$ cat src/hw/rtl/mdc_pkg.sv
// ----------------------------------------------------------------------------
// mdc_pkg
// Shared types, codes and the compass letter lookup for the move deque.
// ----------------------------------------------------------------------------
package mdc_pkg;

	localparam int unsigned ACTION_W = 3;
	localparam int unsigned MOVE_W   = 3;
	localparam int unsigned LETTER_W = 7;
	localparam int unsigned STATUS_W = 2;
	localparam int unsigned COUNT_W  = 9;

	typedef enum logic [ACTION_W-1:0] {
		ACT_PUSH_BACK  = 3'd0,
		ACT_PUSH_FRONT = 3'd1,
		ACT_POP_FRONT  = 3'd2,
		ACT_POP_BACK   = 3'd3,
		ACT_NEXT       = 3'd4,
		ACT_REWIND     = 3'd5
	} action_t;

	typedef enum logic [STATUS_W-1:0] {
		ST_OK    = 2'd0,
		ST_EMPTY = 2'd1,
		ST_FULL  = 2'd2
	} status_t;

	localparam logic [MOVE_W-1:0] MV_NONE  = 3'd0;
	localparam logic [MOVE_W-1:0] MV_UP    = 3'd1;
	localparam logic [MOVE_W-1:0] MV_DOWN  = 3'd2;
	localparam logic [MOVE_W-1:0] MV_LEFT  = 3'd3;
	localparam logic [MOVE_W-1:0] MV_RIGHT = 3'd4;

	localparam logic [LETTER_W-1:0] LTR_N     = 7'h4e;
	localparam logic [LETTER_W-1:0] LTR_S     = 7'h53;
	localparam logic [LETTER_W-1:0] LTR_W     = 7'h57;
	localparam logic [LETTER_W-1:0] LTR_E     = 7'h45;
	localparam logic [LETTER_W-1:0] LTR_SPACE = 7'h20;

	typedef struct packed {
		logic                 give;
		status_t              status;
		logic [COUNT_W-1:0]   count;
	} ctrl_result_t;

	function automatic logic [LETTER_W-1:0] letter_of(input logic [MOVE_W-1:0] mv);
		logic [LETTER_W-1:0] l;
		case (mv)
			MV_UP:    l = LTR_N;
			MV_DOWN:  l = LTR_S;
			MV_LEFT:  l = LTR_W;
			MV_RIGHT: l = LTR_E;
			default:  l = LTR_SPACE;
		endcase
		return l;
	endfunction

endpackage

$ cat src/hw/rtl/mdc_store.sv
// ----------------------------------------------------------------------------
// mdc_store
// Move code ring memory, one write and one registered read port.
// ----------------------------------------------------------------------------
module mdc_store import mdc_pkg::*; #(
	parameter int unsigned DEPTH = 256,
	localparam int unsigned AW = $clog2(DEPTH)
) (
	input  logic              clk,
	input  logic              we,
	input  logic [AW-1:0]     waddr,
	input  logic [MOVE_W-1:0] wdata,
	input  logic              re,
	input  logic [AW-1:0]     raddr,
	output logic [MOVE_W-1:0] rdata
);

	logic [MOVE_W-1:0] mem [DEPTH];
	logic [MOVE_W-1:0] rdata_q;

	always_ff @(posedge clk) begin
		if (we) begin
			mem[waddr] <= wdata;
		end
		if (re) begin
			rdata_q <= mem[raddr];
		end
	end

	assign rdata = rdata_q;

endmodule

$ cat config.mk
export PLATFORM = sky130hd
export DESIGN_NAME = mdc_store
export DESIGN_NICKNAME = d
export VERILOG_FILES = /design/src/hw/rtl/mdc_pkg.sv /design/src/hw/rtl/mdc_store.sv
export SDC_FILE = /design/constraint.sdc
export NUM_CORES = 1
export LEC_CHECK = 0
export BUFFER_PORTS_ARGS = -buffer_cell sky130_fd_sc_hd__buf_2
export CAP_MARGIN = 20
export CELL_PAD_IN_SITES_DETAIL_PLACEMENT = 1
export CELL_PAD_IN_SITES_GLOBAL_PLACEMENT = 1
export CORE_MARGIN = 3
export CORE_UTILIZATION = 40
export CTS_BUF_LIST = sky130_fd_sc_hd__clkbuf_8 sky130_fd_sc_hd__clkbuf_16
export DETAILED_ROUTE_END_ITERATION = 8
export PLACE_DENSITY_LB_ADDON = 0.15
export SYNTH_ARGS = -nofsm -noshare
export SYNTH_HDL_FRONTEND = slang
export SYNTH_SLANG_ARGS = --single-unit
$ cat constraint.sdc
create_clock -name clk -period 7.4 [get_ports clk]
set_input_delay 0.74 -clock clk [delete_from_list [all_inputs] [get_ports clk]]
set_output_delay 0.74 -clock clk [all_outputs]
set_load 0.005 [all_outputs]
Word level (Yosys, flattened, before mapping)
Memory sizes are Yosys's and may differ from the RTL's. A register that Yosys moved wholly into a read port is not among the register bits.
Index checks and enable logic that the tools add are counted.
{"block": "classes", "n_mux": 2}
{"cell": "2-to-1 mux 1 bit", "count": 2}
{"block": "word_totals", "ff_bits": 0, "ram_bits": 768, "out_inout_bits": 3, "wordCells": 3, "n_memories": 1}
{"memory": "mem", "words": 256, "width": 3, "rd": 1, "rd_ports_with_merged_regs": 1, "wr": 1, "line_no": "mdc_store.sv:18", "rtl": "logic [MOVE_W-1:0] mem [DEPTH];"}

Logic depth before layout (Yosys ltp)
{"block": "depth", "depth_word": 2, "ltp_mapped": 12}

Worst setup path before layout
Ideal clock, no wire load.
{"block": "synth_path", "kind": "input-to-reg", "startpoint": "in raddr[0]", "endpoint": "reg rdata_q[1], in the netlist rdata[1], read port of mem (data pin)", "setup_ns": 0.268, "t_arrival_ns": 2.734, "slack_ns": 4.398, "cell_stages": 11, "n_path_buf": 5, "path_cell_list": "buf_6 -> buf_2 -> buf_6 -> buf_6 -> buf_4 -> mux2i_1 -> o22ai_1 -> a2111oi_0 -> nor3_1 -> nor3_1 -> o211ai_1"}
{"item": "from (decl)", "line_no": "mdc_store.sv:14", "rtl": "input logic [AW-1:0] raddr,"}
{"item": "to (decl)", "line_no": "mdc_store.sv:19", "rtl": "logic [MOVE_W-1:0] rdata_q;"}

==> summary.md <==
| Metric | Value |
|---|---|
| Worst Path Max Fanout | `44` |
| First DRT Iteration DRCs | `1326` |
| Commonest non-fill, non-tap cell in the layout | `edfxtp_1` |
| Row Count | `101` |
| Slowest-stage cell, CP | `buf_4` |
| RSZ-0062 raised after global routing | `false` |
| Root Driver | `clkbuf_16` |
| Initial Utilization | `40.6%` |
| Clock latency on the worst-skew pair | `roughly 0.62 ns` |
| Longest Clk Path Bufs | `3` |
| I/O Pins | `25` |
| Grt ovf | `0` |
| Hold path startpoint | `re` |
| Final Hold Viols | `0` |
| Cts bufs inserted | `83` |
| Die footprint | `81100 um^2` |
| Final Core Density | `between 40% and 50%` |
| Yosys warning total | `0` |
| Startpoint types | `input pin` |
| Detailed placement HPWL | `roughly 50000 um` |
| Crit-path max cell delay | `0.74 ns` |
| Cell family with most CP delay | `buffers and inverters` |
| Post-CTS setup buffer count | `0` |
| R2R cell count | `6` |
| Combinational share of power | `4.8%` |
| Antenna violations before repair | `3` |
| Rel. slew slack | `between 30% and 40%` |
| WP depth | `8` |
| Leakage | `10.7 nW` |
| Routed Antenna Nets | `0` |
| Drt pass-1 iters | `7` |
| Synth Register Bits | `771` |
| H-tree depth | `3` |
| # setup viols final | `0` |
| Share of layout cells above drive strength 1 | `a little under a fifth` |
| Outcome | `completed` |
| CTS tree | `built` |
| Post-synth EDFFs | `between 700 and 800` |
| Setup Crit Path Kind | `in2reg` |
| CP Cell Sequence | `buf_8 > buf_4 > buf_4 > mux4_2 > a2111oi_0 > nor3_1 > nor3_1 > o211ai_1` |
| Switching power | `1.97 mW` |
| Die Y | `285 um` |
| Fin Setup TNS | `0 ns` |
| Mean post-synth cell area | `about 18 um^2` |
| Clk pwr share | `42.4%` |
| FILL cells | `approximately 7000` |
| PD cells | `around 260 nW/um^2` |
| Flop2flop setup slack | `approximately 4.6 ns` |
| Hold Crit Class | `in2reg` |
| Worst vdd ir | `169 uV` |
| Critical path buffers and inverters | `3` |
| Distinct cells, synth | `53` |
| Slew Viols, Final | `0` |
| Reg2Reg Launch Point | `mem[63][2]$_DFFE_PP_` |
| Via-to-Cell Ratio | `5.64` |
| Final Instance Area | `34700 um^2` |
| CP startpoint | `raddr[0]` |
| Routed WL | `82800 um` |
| Vias | `16000` |
| Top_reg_cell synth | `edfxtp_1` |
| Power Total | `around 9.1 mW` |
| Buffers added on ports | `24` |
| Most frequent cells in the layout | `edfxtp_1, nor2_1, mux4_2` |
| Worst slew pin tran | `1.02 ns` |
| Total GRT Usage | `20.5%` |
| RR Endpoint | `rdata[2]$_DFFE_PP_` |
| Reg power frac | `52.7%` |
| CTS clk-pin slew, worst paths | `about 0.06 ns` |
| Clock Skew | `0.0141 ns` |
| Tmin final | `roughly 3.7 ns` |
| Drt drc | `0` |
| Global-route wire length before repair | `about 120000 um` |
| Crit. End Element | `register` |
| Post-CTS Resized | `0` |
| Synth-to-Final Area Change | `11.7%` |
| Worst setup endpoint | `rdata[1]$_DFFE_PP_` |
| Vias in the first global route | `17200` |
| P_int | `7.18 mW` |
| Max Cap Viol | `0` |
| Cell area after placement | `32200 um^2` |
| Largest net degree at the start of global routing | `122` |
| Final GP Congestion | `0.780` |
| Worst Path Required | `approximately 7.8 ns` |
| Net count, final | `1759` |
| Die X | `285 um` |
| Fraction of registers with async set/reset | `0%` |
| Clock Sinks | `771` |
| Number of hold buffers added after cts | `0` |
| Worst EP arrival | `4.03 ns` |
| Core area | `roughly 76000 um^2` |
| Syn nets | `1735` |
| Sw frac | `21.5%` |
| Wire length per cell | `29.2 um` |
| Register area share after synthesis | `74.5%` |
| Synth Instances | `1713` |
| Cell Area, Synth | `31100 um^2` |
| Fin crit share | `between 40% and 50%` |
| Max Freq | `272 MHz` |
sequential cells by signal, indices dropped and copies added, names as in the netlist:
name   flops
mem      768
rdata      3
metal layers:
metal / wire [um] / GRT usage, %
met5: 0 / 0
met4: 2360 / 6.51
met3: 4000 / 3.26
met2: 40900 / 34.1
met1: 35600 / 28.0
synth_stat cells, types with 4 or more instances:
master / instances / area share (%)
a2111oi_0: 5 / 0.14
a211oi_1: 8 / 0.19
a21oi_1: 22 / 0.35
a22o_1: 4 / 0.11
a22oi_1: 43 / 1.0
a31oi_1: 9 / 0.18
and2_1: 4 / 0.081
and3_1: 4 / 0.081
buf_1: 7 / 0.085
buf_2: 13 / 0.21
buf_4: 8 / 0.19
buf_6: 17 / 0.62
clkbuf_1: 70 / 0.85
edfxtp_1: 771 / 75
mux2i_1: 92 / 3.0
mux4_2: 153 / 11
nand2_1: 36 / 0.43
nand2b_1: 6 / 0.12
nand3_1: 36 / 0.58
nand4_1: 11 / 0.22
nor2_1: 278 / 3.4
nor2b_1: 25 / 0.50
nor3_1: 15 / 0.24
nor4_1: 5 / 0.10
o211ai_1: 4 / 0.097
o221ai_1: 7 / 0.20
o22ai_1: 16 / 0.32
or3_1: 4 / 0.081
per-stage QoR:
step                hold slack (ns)  setup WS, ns  instances
finish                        0.418          3.72       2833
global route                  0.399          3.40       2833
global placement               1.01          3.10       2680
detailed placement             1.04          2.99       2682
CTS                           0.402          3.65       2831
floorplan                     0.839          4.40       1713
worst reg2reg max path: cells and delay by family, from the launching register on:
kind | cells | cell delay [ns]
muxes | 1 | 0.49
AOI/OAI and AO/OA | 5 | 1.72
DFF | 1 | 0.36
power groups by stage:
stage                     clock network, mW  logic, mW  registers (mW)
after global placement                    0      0.441            4.91
after CTS                              3.97      0.449            4.82
after floorplan                           0      0.255            4.91
final                                  3.88      0.441            4.82
after global routing                   4.14      0.474            4.82
after detailed placement                  0      0.449            4.92
final cells by class:
cell class / count / area (um^2) / share of cell area (%)
well taps: 1030 / 1290 / 3.71
clock inverters: 64 / 410 / 1.18
inverters: 4 / 15.0 / 0.0433
repair buffers: 55 / 393 / 1.13
multi-input cells: 822 / 7320 / 21.1
clock buffers: 85 / 2130 / 6.13
diodes: 2 / 5.00 / 0.0144
flip-flops and latches: 771 / 23200 / 66.7
cell families after synthesis:
logic type	after synthesis	synth area share [%]
flip-flops	771	74.5
AND/OR/NAND/NOR	439	6.20
multiplexers	246	14.1
AO/OA/AOI/OAI	137	3.15
buffers and inverters	120	2.05
worst min-delay path by stage:
stage	endpoint	slack [ns]	cells after the start
after global routing	rdata[0]$_DFFE_PP_	0.40	1
after CTS	rdata[0]$_DFFE_PP_	0.40	1
final	rdata[0]$_DFFE_PP_	0.42	1
after floorplan	mem[0][0]$_DFFE_PP_	0.84	0
after detailed placement	rdata[2]$_DFFE_PP_	1.04	4
after global placement	rdata[1]$_DFFE_PP_	1.01	5
(Power assumes the default switching activity.)
