===== config.mk =====
export PLATFORM = sky130hd
export DESIGN_NAME = mdc_ctrl
export DESIGN_NICKNAME = d
export VERILOG_FILES = /design/src/hw/rtl/mdc_pkg.sv /design/src/hw/rtl/mdc_ctrl.sv
export SDC_FILE = /design/constraint.sdc
export NUM_CORES = 1
export LEC_CHECK = 0
export BUFFER_PORTS_ARGS = -buffer_cell sky130_fd_sc_hd__buf_2
export CORE_MARGIN = 2
export CORE_UTILIZATION = 45
export CTS_CLUSTER_DIAMETER = 50
export DETAILED_ROUTE_END_ITERATION = 8
export PLACE_DENSITY = 0.75
export SLEW_MARGIN = 20
export SYNTH_ARGS = -nofsm -noshare
export SYNTH_HDL_FRONTEND = slang
export SYNTH_SLANG_ARGS = --single-unit

===== constraint.sdc =====
create_clock -name clk -period 8.5 [get_ports clk]
set_input_delay 1.7 -clock clk [delete_from_list [all_inputs] [get_ports clk]]
set_output_delay 1.7 -clock clk [all_outputs]
set_load 0.03 [all_outputs]

===== src/hw/rtl/mdc_pkg.sv =====
// ----------------------------------------------------------------------------
// mdc_pkg
// Shared types, codes and the compass letter lookup for the move deque.
// ----------------------------------------------------------------------------
package mdc_pkg;

	localparam int unsigned ACTION_W = 3;
	localparam int unsigned MOVE_W   = 3;
	localparam int unsigned LETTER_W = 7;
	localparam int unsigned STATUS_W = 2;
	localparam int unsigned COUNT_W  = 9;

	typedef enum logic [ACTION_W-1:0] {
		ACT_PUSH_BACK  = 3'd0,
		ACT_PUSH_FRONT = 3'd1,
		ACT_POP_FRONT  = 3'd2,
		ACT_POP_BACK   = 3'd3,
		ACT_NEXT       = 3'd4,
		ACT_REWIND     = 3'd5
	} action_t;

	typedef enum logic [STATUS_W-1:0] {
		ST_OK    = 2'd0,
		ST_EMPTY = 2'd1,
		ST_FULL  = 2'd2
	} status_t;

	localparam logic [MOVE_W-1:0] MV_NONE  = 3'd0;
	localparam logic [MOVE_W-1:0] MV_UP    = 3'd1;
	localparam logic [MOVE_W-1:0] MV_DOWN  = 3'd2;
	localparam logic [MOVE_W-1:0] MV_LEFT  = 3'd3;
	localparam logic [MOVE_W-1:0] MV_RIGHT = 3'd4;

	localparam logic [LETTER_W-1:0] LTR_N     = 7'h4e;
	localparam logic [LETTER_W-1:0] LTR_S     = 7'h53;
	localparam logic [LETTER_W-1:0] LTR_W     = 7'h57;
	localparam logic [LETTER_W-1:0] LTR_E     = 7'h45;
	localparam logic [LETTER_W-1:0] LTR_SPACE = 7'h20;

	typedef struct packed {
		logic                 give;
		status_t              status;
		logic [COUNT_W-1:0]   count;
	} ctrl_result_t;

	function automatic logic [LETTER_W-1:0] letter_of(input logic [MOVE_W-1:0] mv);
		logic [LETTER_W-1:0] l;
		case (mv)
			MV_UP:    l = LTR_N;
			MV_DOWN:  l = LTR_S;
			MV_LEFT:  l = LTR_W;
			MV_RIGHT: l = LTR_E;
			default:  l = LTR_SPACE;
		endcase
		return l;
	endfunction

endpackage


===== src/hw/rtl/mdc_ctrl.sv =====
// ----------------------------------------------------------------------------
// mdc_ctrl
// Head, count and cursor registers; decodes each word into memory access.
// ----------------------------------------------------------------------------
module mdc_ctrl import mdc_pkg::*; #(
	parameter int unsigned DEPTH = 256,
	localparam int unsigned AW = $clog2(DEPTH),
	localparam int unsigned CW = AW + 1
) (
	input  logic              clk,
	input  logic              arst_n,
	input  logic              accept,
	input  action_t           action,
	input  logic [MOVE_W-1:0] move_code,
	output logic              mem_we,
	output logic [AW-1:0]     mem_waddr,
	output logic [MOVE_W-1:0] mem_wdata,
	output logic              mem_re,
	output logic [AW-1:0]     mem_raddr,
	output ctrl_result_t      res
);

	localparam logic [CW-1:0] DEPTH_C = CW'(DEPTH);
	localparam logic [AW-1:0] LAST_C  = AW'(DEPTH - 1);

	logic [AW-1:0] head_q, head_n, head_inc, head_dec, slot;
	logic [CW-1:0] count_q, count_n, cursor_q, cursor_n, off, sum;
	logic          full, empty;

	assign full     = count_q == DEPTH_C;
	assign empty    = count_q == '0;
	assign head_inc = (head_q == LAST_C) ? '0 : head_q + AW'(1);
	assign head_dec = (head_q == '0) ? LAST_C : head_q - AW'(1);
	assign sum      = CW'(head_q) + off;
	assign slot     = (sum >= DEPTH_C) ? AW'(sum - DEPTH_C) : sum[AW-1:0];

	// offset from head of the entry touched
	always_comb begin
		case (action)
			ACT_PUSH_BACK: off = count_q;
			ACT_POP_BACK:  off = count_q - CW'(1);
			ACT_NEXT:      off = cursor_q;
			default:       off = '0;
		endcase
	end

	always_comb begin
		head_n     = head_q;
		count_n    = count_q;
		cursor_n   = cursor_q;
		mem_we     = 1'b0;
		mem_re     = 1'b0;
		mem_waddr  = slot;
		res.give   = 1'b0;
		res.status = ST_OK;
		case (action)
			ACT_PUSH_BACK: begin
				if (full) begin
					res.status = ST_FULL;
				end else begin
					mem_we  = 1'b1;
					count_n = count_q + CW'(1);
				end
			end
			ACT_PUSH_FRONT: begin
				mem_waddr = head_dec;
				if (full) begin
					res.status = ST_FULL;
				end else begin
					mem_we   = 1'b1;
					head_n   = head_dec;
					count_n  = count_q + CW'(1);
					cursor_n = '0;
				end
			end
			ACT_POP_FRONT: begin
				if (empty) begin
					res.status = ST_EMPTY;
				end else begin
					mem_re   = 1'b1;
					res.give = 1'b1;
					head_n   = head_inc;
					count_n  = count_q - CW'(1);
					cursor_n = (cursor_q != '0) ? cursor_q - CW'(1) : '0;
					if (count_q == CW'(1)) begin
						head_n   = '0;
						cursor_n = '0;
					end
				end
			end
			ACT_POP_BACK: begin
				if (empty) begin
					res.status = ST_EMPTY;
				end else begin
					mem_re   = 1'b1;
					res.give = 1'b1;
					count_n  = count_q - CW'(1);
					if (cursor_q > count_q - CW'(1)) begin
						cursor_n = count_q - CW'(1);
					end
					if (count_q == CW'(1)) begin
						head_n   = '0;
						cursor_n = '0;
					end
				end
			end
			ACT_NEXT: begin
				if (cursor_q >= count_q) begin
					res.status = ST_EMPTY;
				end else begin
					mem_re   = 1'b1;
					res.give = 1'b1;
					cursor_n = cursor_q + CW'(1);
				end
			end
			ACT_REWIND: begin
				cursor_n = '0;
			end
			default: begin
			end
		endcase
		mem_we    = mem_we & accept;
		mem_re    = mem_re & accept;
		res.count = COUNT_W'(count_n);
	end

	assign mem_raddr = slot;
	assign mem_wdata = move_code;

	always_ff @(posedge clk or negedge arst_n) begin
		if (!arst_n) begin
			head_q   <= '0;
			count_q  <= '0;
			cursor_q <= '0;
		end else if (accept) begin
			head_q   <= head_n;
			count_q  <= count_n;
			cursor_q <= cursor_n;
		end
	end

endmodule


After elaboration in Yosys (flattened, before gate mapping)
Index checks and enable logic that the tools add are counted.
W data, S select, Z words.

word-level totals
  register bits after elaboration = 26
  latch bits = 0
  bits in writable memories = 0
  bits in read-only memories = 0
  input port bits = 9
  output and inout port bits = 33
  word-level logic and storage cells = 72
  memories = 0

cells by class
  $add $sub $neg = 8
  $mul = 0
  div/mod/pow operators = 0
  order comparisons = 3
  equality and inequality tests = 14
  shifts and indexed selects = 0
  multiplexer cells = 32
  bitwise gates (word level) = 2
  reduce and logical (&&, ||, !) cells = 10

operators with widths
  cell                   number
  $mux W9                10
  $mux W8                9
  $pmux W9 S5            1
  $pmux W9 S3            1
  $pmux W8 S3            1
  $add A9 B1 Y9 const B  2
  $pmux W9 S2            1
  $sub A9 B1 Y9 const B  2
  $sub A8 B1 Y8 const B  2
  $ne A2 B2 Y1 const B   5
  $add A8 B9 Y9          1
  $eq A9 B1 Y1 const B   1
  $eq A9 B9 Y1 const B   1
  $ge A9 B9 Y1           1
  $ge A9 B9 Y1 const B   1
  $gt A9 B9 Y1           1
  $logic_not A9 Y1       1
  $reduce_bool A9 Y1     1
  $add A8 B1 Y8 const B  1
  $eq A8 B8 Y1 const B   1
  $logic_not A8 Y1       1
  $reduce_and A7 Y1      1
  $eq A3 B2 Y1 const B   2
  $eq A3 B3 Y1 const B   2
  12 further kinds       19

Logic depth before layout (Yosys ltp)
  word-level depth = 6
  mapped depth = 17
  gate-level depth less buffers = 13

Worst setup path before layout
OpenSTA, ideal clock, no wires.

  path kind = input to output
  start point = in action[2]
  end point = out mem_waddr[6]
  arrival = 4.712 ns
  data required time = 6.800 ns
  path slack = 2.088 ns
  cell stages on the path = 15
  path through = clkbuf_1 clkbuf_1 buf_1 mux2i_1 o22ai_1 ha_1 inv_1 fa_1 nor2b_1 o21ai_0 nand2b_1 a21o_1 a21oi_1 xnor2_1 a21o_1

between the ends
  word-level cells in the longest chain between the ends = 6
  elaborated cells on any way between the ends = 10
  those cells by class = add/sub (2); order compare (1); eq/ne (3); mux (3); reduce/logical (1)

ends and longest elaborated chain
  item                                           line            source
  start, declared                                mdc_ctrl.sv:13  input action_t action,
  $eq A3 B3 Y1, or another cell as far along     mdc_ctrl.sv:39  case (action)
  $pmux W9 S3 *                                  mdc_ctrl.sv:39
  $add A8 B9 Y9 *                                mdc_ctrl.sv:34  assign sum = CW'(head_q) + off;
  $sub A8 B1 Y8 or $ge A9 B9 Y1 (tied branches)  mdc_ctrl.sv:35  assign slot = (sum >= DEPTH_C) ? AW'(sum - DEPTH_C) : sum[AW-1:0];
  $mux W8 *                                      mdc_ctrl.sv:35
  net mem_raddr[6]                               mdc_ctrl.sv:19  output logic [AW-1:0] mem_raddr,
  $mux W8 *                                      mdc_ctrl.sv:56  case (action)
  end, declared                                  mdc_ctrl.sv:16  output logic [AW-1:0] mem_waddr,

The timed path passes the listed nets; every way through them passes the cells marked *.

Worst setup path after layout
  start point = in action[2]
  end point = out mem_waddr[7]

between the ends
  word-level cells in the longest chain between the ends = 6
  elaborated cells on any way between the ends = 10
  those cells by class = add/sub (2); order compare (1); eq/ne (3); mux (3); reduce/logical (1)

ends and longest elaborated chain
  item                                           line
  $eq A3 B3 Y1, or another cell as far along     mdc_ctrl.sv:39
  $pmux W9 S3                                    mdc_ctrl.sv:39
  $add A8 B9 Y9                                  mdc_ctrl.sv:34
  $sub A8 B1 Y8 or $ge A9 B9 Y1 (tied branches)  mdc_ctrl.sv:35
  $mux W8                                        mdc_ctrl.sv:35
  $mux W8 *                                      mdc_ctrl.sv:56

Mark *: on every way between the ends. The rest lies on a longest branch, timed or not.

==> results.md <==
* CTS clk-pin slew, worst paths at 100 ps
* Net Count, Synth at 519
* Fillers at between 700 and 800
* WS Path Type: in -> out
* Register area at 651 sq um
* Worst-margin pin slew at just under 900 ps
* Max-cap violations at 0
* CP cell instances: buf_2 -> nor3b_2 -> nand2_1 -> o21ai_0 -> ha_1 -> nor2b_1 -> o31a_1 -> o41ai_1 -> xnor2_1 -> nand2_1 -> o21ai_0 -> buf_2
* Vias in the first global route at 3458
* Dpl hpwl at ~8 mm
* Vias per inst at ~6.4
* Finished Cell Area at 3730 sq um
* Multi-input logic area at approximately 2600 sq um
* PwrDens at 341 nW/um^2
* Routed Antenna Nets at 0
* Largest net degree at the start of global routing at 40
* Overall die area at 8580 sq um
* CTS tree: done
* Core area at around 7700 sq um
* Outcome: finished, final reports clean
* Share of post-route cells with drive strength above 1 at about 11%
* Count of final setup violators at 0
* GR Overflow Total at 0
* Die H at 92.6 um
* Sequential-to-total area share from yosys stat at 18.4%
* Fin crit share at 74.9%
* Num rows at 32
* Setup TNS Final at 0 ps
* Commonest cells after routing, fill and taps aside: nor2_1, o21ai_0, nand2_1, buf_2, ha_1
* Final nets at 524
* VDD IR-drop max at 271 uV
* Critical Path AT at 4660 ps
* Worst skew pair latency at 290 ps
* CTS resizes at 0
* H-Tree Depth at 1
* 1st-pass router iterations at 5
* Max Fclk at 157 MHz
* Flop pwr share at 23.3%
* Yosys reg bits at 26
* Synth-to-layout area growth at 5.59%
* Family with the most delay on the worst path: simple AND/OR/NAND/NOR gates
* Die W at 92.6 um
* Yosys warns at 0
* Async SR Flop Fraction at 100%
* Post-Synthesis Cell Area at 3540 sq um
* Slowest CP cell: nor3b_2
* Worst Path Required at 6800 ps
* Vias at ~3700
* Setup repair bufs after CTS at 0
* RSZ-0062 raised after global routing: false
* Syn Inst Count at 475
* Hold Vio Cnt, Final at 0
* Routed len/inst at 17.8 um
* Post-synth cell types at 69
* Global Route Usage Sum at between 20% and 30%
* Port bufs at 35
* Final Critical Period at 6360 ps
* Placed Cells at 577
* First-pass GRT wire length at 17.1 mm
* Area after DPL at 3660 sq um
* Crit path buf inv count at 2
* Max clock buf depth at 2
* Final std cells w/o fill at 581
* Hold_buf cts at 0
* Clock Sinks at 26
* Max_slew headroom at about two fifths
* EDFF count, synth at 0
* Sw power at 728 uW
* Count of final max-slew check failures at 0
* Setup crit start kind: input pin
* Largest stage delay on the critical path at 610 ps
* DRT iter0 DRCs at 329
* Worst Path Max Fanout at 39
* Hold crit path type: reg -> reg
* Syn avg cell area at 7.44 sq um
* # diodes at 0
* CTS root buf: clkbuf_8
* Num CTS Buffers at 3
* Initial antenna violation count at 0
* I/O Pins at 42
* Initial core utilization at 46.0%
* Gpl congestion at around 0.92
* Worst Skew at 11.4 ps
* Final wirelength at 10.3 mm
* Pint at 545 uW
* Sw Ratio at 57.2%
* Post-route DRC violation count at 0
* Combinational Power Share at 68.1%
* Leak pwr at 0.00163 uW
* Most common cell after layout, fill and taps aside: nor2_1
* Clock power frac at 8.7%
* Most used DFF post-synth: dfrtp_1
* Worst setup EP type: output port
## metrics by stage
stage,hold WS (ps),worst slack (ps),total power [uW],utilization (%)
2_1_floorplan,569,2090,925,-
3_3_place_gp,634,2340,1120,47.6
3_5_place_dp,627,2200,1150,47.6
4_1_cts,642,2190,1260,48.6
5_1_grt,685,1960,1370,48.6
6_report,646,2140,1270,48.6
## worst reg2reg max path, stage by stage, from the launching register on
cell	delay, ps
dfrtp_1	590
inv_1	280
ha_1	360
and2_1	360
a31oi_1	130
a21oi_1	390
ha_1	370
a2111oi_0	520
a211oi_1	90
o21ai_0	150
a41o_1	230
or3b_1	450
mux2_4	350
## path summary, 6_finish.rpt
kind | startpoint | endpoint | slack [ps] | depth (start not counted)
setup / recovery | action[2] | mem_waddr[7] | 2140 | 12
hold / removal | cursor_q[8] | cursor_q[8] | 650 | 2
setup reg to reg | count_q[0] | cursor_q[0] | 4120 | 12
hold reg to reg | cursor_q[8] | cursor_q[8] | 650 | 2
max in group asynchronous | arst_n | head_q[1] | 6670 | 1
min in group asynchronous | arst_n | cursor_q[7] | 1420 | 1
## state kept, by name, indices dropped and copies added, names as in the netlist
register  count
count_q       9
head_q        8
cursor_q      9
## synthesized netlist by cell type (all sizes together), types with 3 or more instances
| library cell | number | share of area (%) |
|---|---|---|
| mux2i | 7 | 2.0 |
| mux2 | 3 | 1.1 |
| or2 | 4 | 0.71 |
| a21oi | 31 | 4.4 |
| dfrtp | 26 | 18 |
| ha | 34 | 12 |
| a211oi | 3 | 0.64 |
| a21o | 5 | 1.1 |
| o22a | 5 | 1.2 |
| clkbuf | 18 | 1.9 |
| and3 | 7 | 1.2 |
| inv | 23 | 2.4 |
| nand2 | 41 | 4.4 |
| nor3 | 10 | 1.4 |
| nor4 | 7 | 1.8 |
| o31a | 4 | 0.99 |
| a31oi | 12 | 2.1 |
| nand3b | 4 | 0.85 |
| xnor2 | 20 | 5.0 |
| o32a | 4 | 1.1 |
| o21a | 4 | 0.85 |
| nand4 | 6 | 1.2 |
| and2 | 6 | 1.1 |
| xor2 | 6 | 1.5 |
| nor2b | 4 | 0.71 |
| o22ai | 12 | 2.1 |
| nand2b | 7 | 1.2 |
| buf | 17 | 3.1 |
| nand3 | 8 | 1.1 |
| o21ai | 54 | 7.6 |
| nor2 | 45 | 4.8 |
## logic make-up (layout without fill, tap and decap cells)
logic type	Yosys count	count (layout)	share of synthesized area, %
and+or+nand+nor	162	162	23.8
xor gates and xnor gates	26	26	6.44
AOI/OAI and AO/OA	158	158	28.3
muxes	10	10	3.04
DFF	26	26	18.4
adders and majority gates	35	35	12.6
buffers and inverters	58	62	7.43
## final cells by class
class | instances | share of cell area [%]
sequential | 26 | 17.4
tap | 102 | 3.42
timing repair buffer | 35 | 4.69
inverter | 23 | 2.31
clock inverter | 1 | 0.804
multi-input combinational | 391 | 70.2
clock buffer | 3 | 1.11
## layer usage
metal / track usage, % / up-vias / routed length (um)
li1: - / 1754 / -
met1: 33.2 / 1755 / 4530
met2: 39.2 / 180 / 4740
met3: 3.42 / 33 / 747
met4: 9.93 / 0 / 308
met5: 0 / - / 0
## power by group through the flow
stage / Combinational [uW] / Clock [uW] / Sequential [uW]
2_1_floorplan: 718 / 0 / 208
3_3_place_gp: 832 / 0 / 290
3_5_place_dp: 855 / 0 / 293
4_1_cts: 858 / 114 / 291
5_1_grt: 948 / 119 / 305
6_report: 866 / 110 / 296
No activity file was read; power rests on OpenSTA's default activity.
